--- src/rtl/abb_pkg.sv ---
// Package for the alpha bounding box block.
// Holds shared constants, register index codes and the step control struct.
// No dependencies.
package abb_pkg;

  // Default largest frame dimension
  localparam int MAX_DIM_DEF = 4096;

  // Configuration port geometry
  localparam int CFG_DATA_W = 13;
  localparam int CFG_IDX_W  = 2;

  // Pixel alpha width
  localparam int ALPHA_W = 8;

  // Register index codes
  localparam logic [CFG_IDX_W-1:0] REG_IMAGE_WIDTH     = 2'd0;
  localparam logic [CFG_IDX_W-1:0] REG_IMAGE_HEIGHT    = 2'd1;
  localparam logic [CFG_IDX_W-1:0] REG_ALPHA_THRESHOLD = 2'd2;

  // Register reset values
  localparam logic [CFG_DATA_W-1:0] IMAGE_WIDTH_RST     = 13'd1;
  localparam logic [CFG_DATA_W-1:0] IMAGE_HEIGHT_RST    = 13'd1;
  localparam logic [ALPHA_W-1:0]    ALPHA_THRESHOLD_RST = 8'd0;

  // Control for one tracker step
  typedef struct packed {
    logic step;     // a pixel is consumed this cycle
    logic visible;  // its alpha exceeds the threshold
  } abb_ctrl_t;

endpackage

--- src/rtl/alpha_bounding_box.sv ---
// Alpha bounding box: crop rectangle of the visible pixels of a raster frame.
// Throughput: one pixel transfer per cycle, limited by the single tracker update,
//   unless a frame's last pixel waits on a full, stalled result register.
// Frame result: via input register, then result register; other pixels give none.
// Reset: synchronous active-low rst_n resets counters, bounds, config and valids.
// Depends on abb_pkg, abb_cfg and abb_track.
module alpha_bounding_box #(
  parameter int MAX_DIM = abb_pkg::MAX_DIM_DEF
) (
  input  logic                           clk,
  input  logic                           rst_n,
  // Configuration write port
  input  logic                           cfg_wr_en,
  input  logic [abb_pkg::CFG_IDX_W-1:0]  cfg_index,
  input  logic [abb_pkg::CFG_DATA_W-1:0] cfg_data,
  // Pixel input channel
  input  logic                           in_valid,
  output logic                           in_stall,
  input  logic [abb_pkg::ALPHA_W-1:0]    in_alpha,
  // Result channel
  output logic                           out_valid,
  input  logic                           out_stall,
  output logic [$clog2(MAX_DIM)-1:0]     out_crop_x,
  output logic [$clog2(MAX_DIM)-1:0]     out_crop_y,
  output logic [$clog2(MAX_DIM+1)-1:0]   out_crop_width,
  output logic [$clog2(MAX_DIM+1)-1:0]   out_crop_height,
  output logic                           out_found
);

  localparam int CW = $clog2(MAX_DIM);
  localparam int DW = $clog2(MAX_DIM + 1);

  // Configuration outputs
  logic [CW-1:0]               col_lim;
  logic [CW-1:0]               row_lim;
  logic [abb_pkg::ALPHA_W-1:0] threshold;

  // Input register stage
  logic                        s1_valid_r, s1_valid_nxt;
  logic [abb_pkg::ALPHA_W-1:0] s1_alpha_r, s1_alpha_nxt;

  // Tracker interface
  abb_pkg::abb_ctrl_t ctrl;
  logic               frame_end;
  logic [CW-1:0]      res_x, res_y;
  logic [DW-1:0]      res_w, res_h;
  logic               res_found;

  // Result register
  logic          out_valid_r, out_valid_nxt;
  logic [CW-1:0] crop_x_r, crop_x_nxt;
  logic [CW-1:0] crop_y_r, crop_y_nxt;
  logic [DW-1:0] crop_w_r, crop_w_nxt;
  logic [DW-1:0] crop_h_r, crop_h_nxt;
  logic          found_r,  found_nxt;

  logic in_xfer;
  logic out_xfer;
  logic consume;
  logic load_out;

  abb_cfg #(
    .MAX_DIM (MAX_DIM)
  ) u_cfg (
    .clk       (clk),
    .rst_n     (rst_n),
    .cfg_wr_en (cfg_wr_en),
    .cfg_index (cfg_index),
    .cfg_data  (cfg_data),
    .col_lim   (col_lim),
    .row_lim   (row_lim),
    .threshold (threshold)
  );

  // The held pixel moves on unless it closes a frame while the result
  // register is still full and stalled.
  assign consume  = s1_valid_r && !(frame_end && out_valid_r && out_stall);
  assign in_stall = s1_valid_r && !consume;
  assign in_xfer  = in_valid && !in_stall;
  assign out_xfer = out_valid_r && !out_stall;
  assign load_out = consume && frame_end;

  assign ctrl.step    = consume;
  assign ctrl.visible = s1_valid_r && (s1_alpha_r > threshold);

  abb_track #(
    .MAX_DIM (MAX_DIM)
  ) u_track (
    .clk       (clk),
    .rst_n     (rst_n),
    .ctrl      (ctrl),
    .col_lim   (col_lim),
    .row_lim   (row_lim),
    .frame_end (frame_end),
    .res_x     (res_x),
    .res_y     (res_y),
    .res_w     (res_w),
    .res_h     (res_h),
    .res_found (res_found)
  );

  // Input register: take a new pixel when empty or whenever the held one advances
  always_comb begin
    s1_alpha_nxt = in_xfer ? in_alpha : s1_alpha_r;
    priority if (in_xfer) begin
      s1_valid_nxt = 1'b1;
    end else if (consume) begin
      s1_valid_nxt = 1'b0;
    end else begin
      s1_valid_nxt = s1_valid_r;
    end
  end

  // Result register: load on frame end, drop after transfer, otherwise hold
  always_comb begin
    crop_x_nxt = load_out ? res_x     : crop_x_r;
    crop_y_nxt = load_out ? res_y     : crop_y_r;
    crop_w_nxt = load_out ? res_w     : crop_w_r;
    crop_h_nxt = load_out ? res_h     : crop_h_r;
    found_nxt  = load_out ? res_found : found_r;
    priority if (load_out) begin
      out_valid_nxt = 1'b1;
    end else if (out_xfer) begin
      out_valid_nxt = 1'b0;
    end else begin
      out_valid_nxt = out_valid_r;
    end
  end

  always_ff @(posedge clk) begin
    if (!rst_n) begin
      s1_valid_r  <= 1'b0;
      out_valid_r <= 1'b0;
    end else begin
      s1_valid_r  <= s1_valid_nxt;
      out_valid_r <= out_valid_nxt;
    end
  end

  // Payload registers need no reset
  always_ff @(posedge clk) begin
    s1_alpha_r <= s1_alpha_nxt;
    crop_x_r   <= crop_x_nxt;
    crop_y_r   <= crop_y_nxt;
    crop_w_r   <= crop_w_nxt;
    crop_h_r   <= crop_h_nxt;
    found_r    <= found_nxt;
  end

  assign out_valid       = out_valid_r;
  assign out_crop_x      = crop_x_r;
  assign out_crop_y      = crop_y_r;
  assign out_crop_width  = crop_w_r;
  assign out_crop_height = crop_h_r;
  assign out_found       = found_r;

endmodule

--- src/rtl/abb_cfg.sv ---
// Configuration registers of the alpha bounding box block.
// Stores size and threshold, derives the last column and row indexes.
// Depends on abb_pkg.
module abb_cfg #(
  parameter int MAX_DIM = abb_pkg::MAX_DIM_DEF
) (
  input  logic                           clk,
  input  logic                           rst_n,
  input  logic                           cfg_wr_en,
  input  logic [abb_pkg::CFG_IDX_W-1:0]  cfg_index,
  input  logic [abb_pkg::CFG_DATA_W-1:0] cfg_data,
  output logic [$clog2(MAX_DIM)-1:0]     col_lim,
  output logic [$clog2(MAX_DIM)-1:0]     row_lim,
  output logic [abb_pkg::ALPHA_W-1:0]    threshold
);

  localparam int CW = $clog2(MAX_DIM);
  localparam int EW = (abb_pkg::CFG_DATA_W > CW + 1) ? abb_pkg::CFG_DATA_W : CW + 1;

  logic [abb_pkg::CFG_DATA_W-1:0] width_r,  width_nxt;
  logic [abb_pkg::CFG_DATA_W-1:0] height_r, height_nxt;
  logic [abb_pkg::ALPHA_W-1:0]    thresh_r, thresh_nxt;

  // Clamp a size to 1..MAX_DIM and return size minus one
  function automatic logic [CW-1:0] last_index(input logic [abb_pkg::CFG_DATA_W-1:0] v);
    logic [EW-1:0] ext;
    ext = EW'(v);
    if (ext == '0) begin
      return '0;
    end else if (ext > EW'(MAX_DIM)) begin
      return CW'(MAX_DIM - 1);
    end else begin
      return CW'(ext - EW'(1));
    end
  endfunction

  always_comb begin
    width_nxt  = width_r;
    height_nxt = height_r;
    thresh_nxt = thresh_r;
    if (cfg_wr_en) begin
      unique case (cfg_index)
        abb_pkg::REG_IMAGE_WIDTH:     width_nxt  = cfg_data;
        abb_pkg::REG_IMAGE_HEIGHT:    height_nxt = cfg_data;
        abb_pkg::REG_ALPHA_THRESHOLD: thresh_nxt = cfg_data[abb_pkg::ALPHA_W-1:0];
        default: ;
      endcase
    end
  end

  always_ff @(posedge clk) begin
    if (!rst_n) begin
      width_r  <= abb_pkg::IMAGE_WIDTH_RST;
      height_r <= abb_pkg::IMAGE_HEIGHT_RST;
      thresh_r <= abb_pkg::ALPHA_THRESHOLD_RST;
    end else begin
      width_r  <= width_nxt;
      height_r <= height_nxt;
      thresh_r <= thresh_nxt;
    end
  end

  assign col_lim   = last_index(width_r);
  assign row_lim   = last_index(height_r);
  assign threshold = thresh_r;

endmodule

--- src/rtl/abb_track.sv ---
// Raster position counters and bounding box tracker.
// Produces the frame-end flag and the crop rectangle for the current pixel.
// Depends on abb_pkg.
module abb_track #(
  parameter int MAX_DIM = abb_pkg::MAX_DIM_DEF
) (
  input  logic                            clk,
  input  logic                            rst_n,
  input  abb_pkg::abb_ctrl_t              ctrl,
  input  logic [$clog2(MAX_DIM)-1:0]      col_lim,
  input  logic [$clog2(MAX_DIM)-1:0]      row_lim,
  output logic                            frame_end,
  output logic [$clog2(MAX_DIM)-1:0]      res_x,
  output logic [$clog2(MAX_DIM)-1:0]      res_y,
  output logic [$clog2(MAX_DIM+1)-1:0]    res_w,
  output logic [$clog2(MAX_DIM+1)-1:0]    res_h,
  output logic                            res_found
);

  localparam int CW = $clog2(MAX_DIM);
  localparam int DW = $clog2(MAX_DIM + 1);
  localparam logic [CW-1:0] MIN_RST = CW'(MAX_DIM - 1);

  logic [CW-1:0] col_r,     col_nxt;
  logic [CW-1:0] row_r,     row_nxt;
  logic [CW-1:0] min_col_r, min_col_nxt;
  logic [CW-1:0] max_col_r, max_col_nxt;
  logic [CW-1:0] min_row_r, min_row_nxt;
  logic [CW-1:0] max_row_r, max_row_nxt;
  logic          any_r,     any_nxt;

  // Bounds including the current pixel
  logic [CW-1:0] min_col_u, max_col_u, min_row_u, max_row_u;
  logic          any_u;
  logic          row_end;

  always_comb begin
    min_col_u = min_col_r;
    max_col_u = max_col_r;
    min_row_u = min_row_r;
    max_row_u = max_row_r;
    any_u     = any_r;
    if (ctrl.visible) begin
      any_u = 1'b1;
      if (!any_r) begin
        min_col_u = col_r;
        max_col_u = col_r;
        min_row_u = row_r;
        max_row_u = row_r;
      end else begin
        if (col_r < min_col_r) min_col_u = col_r;
        if (col_r > max_col_r) max_col_u = col_r;
        if (row_r < min_row_r) min_row_u = row_r;
        if (row_r > max_row_r) max_row_u = row_r;
      end
    end
  end

  assign row_end   = (col_r >= col_lim);
  assign frame_end = row_end && (row_r >= row_lim);

  // Rectangle is zero when nothing was visible
  assign res_found = any_u;
  assign res_x     = any_u ? min_col_u : '0;
  assign res_y     = any_u ? min_row_u : '0;
  assign res_w     = any_u ? (DW'(max_col_u - min_col_u) + DW'(1)) : '0;
  assign res_h     = any_u ? (DW'(max_row_u - min_row_u) + DW'(1)) : '0;

  always_comb begin
    col_nxt     = col_r;
    row_nxt     = row_r;
    min_col_nxt = min_col_r;
    max_col_nxt = max_col_r;
    min_row_nxt = min_row_r;
    max_row_nxt = max_row_r;
    any_nxt     = any_r;
    if (ctrl.step) begin
      if (frame_end) begin
        col_nxt     = '0;
        row_nxt     = '0;
        min_col_nxt = MIN_RST;
        max_col_nxt = '0;
        min_row_nxt = MIN_RST;
        max_row_nxt = '0;
        any_nxt     = 1'b0;
      end else begin
        min_col_nxt = min_col_u;
        max_col_nxt = max_col_u;
        min_row_nxt = min_row_u;
        max_row_nxt = max_row_u;
        any_nxt     = any_u;
        if (row_end) begin
          col_nxt = '0;
          row_nxt = row_r + CW'(1);
        end else begin
          col_nxt = col_r + CW'(1);
        end
      end
    end
  end

  always_ff @(posedge clk) begin
    if (!rst_n) begin
      col_r     <= '0;
      row_r     <= '0;
      min_col_r <= MIN_RST;
      max_col_r <= '0;
      min_row_r <= MIN_RST;
      max_row_r <= '0;
      any_r     <= 1'b0;
    end else begin
      col_r     <= col_nxt;
      row_r     <= row_nxt;
      min_col_r <= min_col_nxt;
      max_col_r <= max_col_nxt;
      min_row_r <= min_row_nxt;
      max_row_r <= max_row_nxt;
      any_r     <= any_nxt;
    end
  end

endmodule

--- config.mk ---
export PLATFORM = sky130hd
export DESIGN_NAME = alpha_bounding_box
export DESIGN_NICKNAME = d
export VERILOG_FILES = /design/src/rtl/abb_pkg.sv /design/src/rtl/alpha_bounding_box.sv /design/src/rtl/abb_cfg.sv /design/src/rtl/abb_track.sv
export SDC_FILE = /design/constraint.sdc
export NUM_CORES = 1
export LEC_CHECK = 0
export ABC_AREA = 1
export BUFFER_PORTS_ARGS = -buffer_cell sky130_fd_sc_hd__buf_2
export CORE_AREA = 2 2 193 138
export DETAILED_ROUTE_END_ITERATION = 12
export DIE_AREA = 0 0 195 140
export SETUP_SLACK_MARGIN = 0.5
export SYNTH_ARGS = -nofsm -noshare
export SYNTH_HDL_FRONTEND = slang
export SYNTH_HIERARCHICAL = 1
export SYNTH_SLANG_ARGS = --single-unit
--- constraint.sdc ---
create_clock -name clk -period 4.6 [get_ports clk]
set_input_delay 0.92 -clock clk [delete_from_list [all_inputs] [get_ports clk]]
set_output_delay 0.92 -clock clk [all_outputs]
set_load 0.01 [all_outputs]
==> key figures <==
Final layout
  • Layout Cells excl Fill: 1960
  • Share of cells above drive strength 1: 14.92%
  • Area grow syn2layout: 14.55%
  • Diode count: 0
  • Nets: 1776

STA
  • Maximum clock frequency: 0.2553 GHz
  • Least-Margin Pin Slew: 819.1 ps
  • Setup violations, final: 0
  • Relative slew slack: 45.19%
  • Post-route clock period utilization: 85.16%
  • Min Clock Period, post-route: 3917 ps
  • Setup TNS: 0 ps
  • Fin. max-slew vios: 0
  • Final hold violations: 0
  • Unrepaired setup endpoints after global routing: yes
  • Worst clock skew: 14.36 ps

Yosys
  • Count of state elements after synthesis: 168
  • Synth top area cells: dfxtp_1 (19%), edfxtp_1 (16%), ha_1 (14%)
  • Cells after Synth: 1532
  • Synth Area per Inst: 7.421 sq um
  • Net count after synthesis: 1692
  • Synth area leader: dfxtp_1
  • Synth top area share: 19.19%
  • Mapped cell area: 11370 sq um
  • Synth warn: 6
  • Post-synthesis sequential area ratio: 34.77%
  • Synth unique cells: 46

Setup path
  • Critical Path Source: s1_alpha_r[3]
  • RR Endpoint: out_crop_height[12]
  • Worst R2R Start: s1_alpha_r[3]
  • WP data arrival: 4120 ps
  • R2R depth: 19
  • Startpoint types: flop
  • Critical Path RT: 4800 ps
  • Crit Path Category: reg -> reg
  • R2r setup slk: 680 ps
  • Crit end category: flop
  • CP Max Fanout: 17

Route
  • DRC: 0
  • Iter 0 DRT Violations: 724
  • Detailed-route wire length: 28530 um
  • Drt first pass iters: 5
  • Post-route ant nets: 0
  • Post-DR wirelength/cell: 14.55 um
  • Vias per inst: 5.118
  • Vias: 10030

Floorplanning
  • Core area: 25380 sq um
  • Die width: 195 um
  • Die Y: 140 um
  • Starting Density: 44.79%
  • I/O pin total: 81
  • Die ar.: 27300 sq um
  • Row Count: 49

Global route
  • Total grt overflow: 0
  • Vias in the first global route: 9237
  • First-pass GRT wire length: 46310 um
  • Total track usage: 21.02%
  • Initial antenna violation count: 0
  • Largest net degree at the start of global routing: 40

Hold path
  • Hold depth: 2
  • Worst hold path startpoint: u_track/max_row_r[4]
  • Hold Path Sink: u_track/max_row_r[4]
  • Hold Path Class: reg -> reg

Clocking
  • CTS tree: yes
  • CTS Root Cell: clkbuf_16
  • Clock Sinks: 168
  • CTS max path bufs: 2
  • Inserted Clock Buffers: 17
  • CTS clk-pin slew, worst paths: 70 ps
  • Worst-Skew Late Latency: 440 ps
  • H-tree levels: 4

Power and ir drop
  • Worst vdd ir: 0.2399 mV
  • P per Cell Area: 309.7 nW/um^2
  • LEAKAGE: 6.208 nW

Status
  • Status: completed

Place
  • DP Cell Count: 1915
  • # port buffers: 80
  • GP Congestion: 0.8974
  • Hpwl dp: 21280 um

Run
  • Total of max-cap violations: 0
## layout make-up
class | instances | area [sq um]
fill | 2483 | 12360
multi-input combinational | 1099 | 6510
sequential | 168 | 3960
inverter | 225 | 852.1
timing repair buffer | 105 | 671.9
clock buffer | 23 | 479.2
tap | 331 | 414.1
clock inverter | 9 | 136.4
## critical path, cell delays in order (launching register included)
cell and delay (ps):
edfxtp_1 370, ha_1 310, nand2_1 70, inv_1 50, nand2_1 50, nand2_1 90, nand2_1 100, a21oi_4 300
buf_4 170, buf_4 110, clkbuf_16 170, nand3_1 100, nand2_1 110, ha_1 240, ha_1 400, nand2_1 100
o211ai_1 350, a21oi_1 190, or2_0 230, and2_1 160
## timing repair
action,4_1_cts,5_1_grt
gates resized for setup,3,44
endpoints found under the hold margin,0,0
pin swaps,1,11
buffers inserted,0,9
hold buffers,0,0
setup endpoints to repair,1,13
gates cloned,1,3
## layer usage
metal / wire (um) / track usage [%] / up-vias
met5: 0 / 0 / -
met4: 308 / 6.027 / 0
met3: 1525 / 3.443 / 22
met2: 12210 / 32.09 / 249
met1: 14490 / 30.56 / 4588
li1: - / - / 5173
## synth_stat cells, drive strengths merged
cell type,count
a21boi,1
inv,224
a21o,7
a31oi,8
nor3,20
clkbuf,20
o21ai,71
nand3b,1
edfxtp,59
ha,130
and3,1
a21oi,129
o21bai,2
buf,22
xnor2,8
dfxtp,109
nand2,340
or2,1
and2,26
clkinv,1
nor2,181
o31ai,1
o211ai,4
nor3b,1
xor2,15
o221ai,2
nand3,134
nand4,12
fa,2
## worst max-delay path by stage
stage / to / slack (ps) / depth (start not counted)
6_report: out_crop_height[12] / 680 / 19
5_1_grt: out_crop_height[12] / 460 / 22
4_1_cts: in_stall / 500 / 21
3_5_place_dp: out_crop_height[12] / 550 / 20
3_3_place_gp: out_crop_height[12] / 610 / 20
2_1_floorplan: out_crop_height[0] / 780 / 23
## metrics by stage
step	hold slack (ps)	utilization, %	total power [mW]	worst slack, ps	instance area (sq um)
2_1_floorplan	438.7	-	2.278	783.6	11370
3_3_place_gp	449.3	47.77	2.465	605.7	12120
3_5_place_dp	453.0	47.77	2.473	554.7	12120
4_1_cts	466.2	50.24	4.019	501.7	12750
5_1_grt	486.6	51.31	4.251	459.0	13020
6_report	463.5	51.31	4.033	682.6	13020
## placed cells by master, fill, tap and decap left out, types with 3 or more instances in the layout
| cell | instances |
|---|---|
| a21o_1 | 7 |
| a21oi_1 | 116 |
| a21oi_2 | 11 |
| a31oi_1 | 6 |
| and2_1 | 24 |
| buf_12 | 3 |
| buf_2 | 80 |
| buf_4 | 17 |
| buf_6 | 3 |
| bufinv_16 | 3 |
| clkbuf_1 | 4 |
| clkbuf_16 | 20 |
| dfxtp_1 | 104 |
| dfxtp_2 | 5 |
| edfxtp_1 | 59 |
| ha_1 | 125 |
| ha_4 | 3 |
| inv_1 | 211 |
| inv_2 | 10 |
| inv_4 | 5 |
| inv_6 | 3 |
| nand2_1 | 319 |
| nand2_2 | 14 |
| nand2_4 | 7 |
| nand3_1 | 122 |
| nand3_2 | 12 |
| nand4_1 | 10 |
| nor2_1 | 153 |
| nor2_2 | 18 |
| nor2_4 | 11 |
| nor3_1 | 20 |
| o211ai_1 | 4 |
| o21ai_0 | 52 |
| o21ai_1 | 16 |
| o21ai_2 | 3 |
| xnor2_1 | 8 |
| xor2_1 | 15 |
## power breakdown
part	internal (mW)	switching (mW)	leakage (nW)
sequential	1.59	0.0343	1.42
combinational	0.319	0.553	4.49
clock	0.908	0.627	0.299
## flip-flops by register name, summed over array words and instances (netlist names), 12 cells and up
register / flops
out_crop_x: 12
u_track/max_col_r: 12
u_track/min_col_r: 12
u_cfg/width_r: 13
out_crop_y: 12
u_cfg/height_r: 13
out_crop_width: 13
u_track/min_row_r: 12
u_track/max_row_r: 12
u_track/col_r: 12
out_crop_height: 13
u_track/row_r: 12
## kinds of logic after synthesis
| logic type | Yosys count | share of synthesized area (%) |
|---|---|---|
| compound gates | 225 | 10.92 |
| xor+xnor | 23 | 1.772 |
| fa+ha+maj | 132 | 14.66 |
| buf+inv | 267 | 9.310 |
| flops | 168 | 34.77 |
| simple gates | 717 | 28.57 |
(Power assumes the default switching activity.)
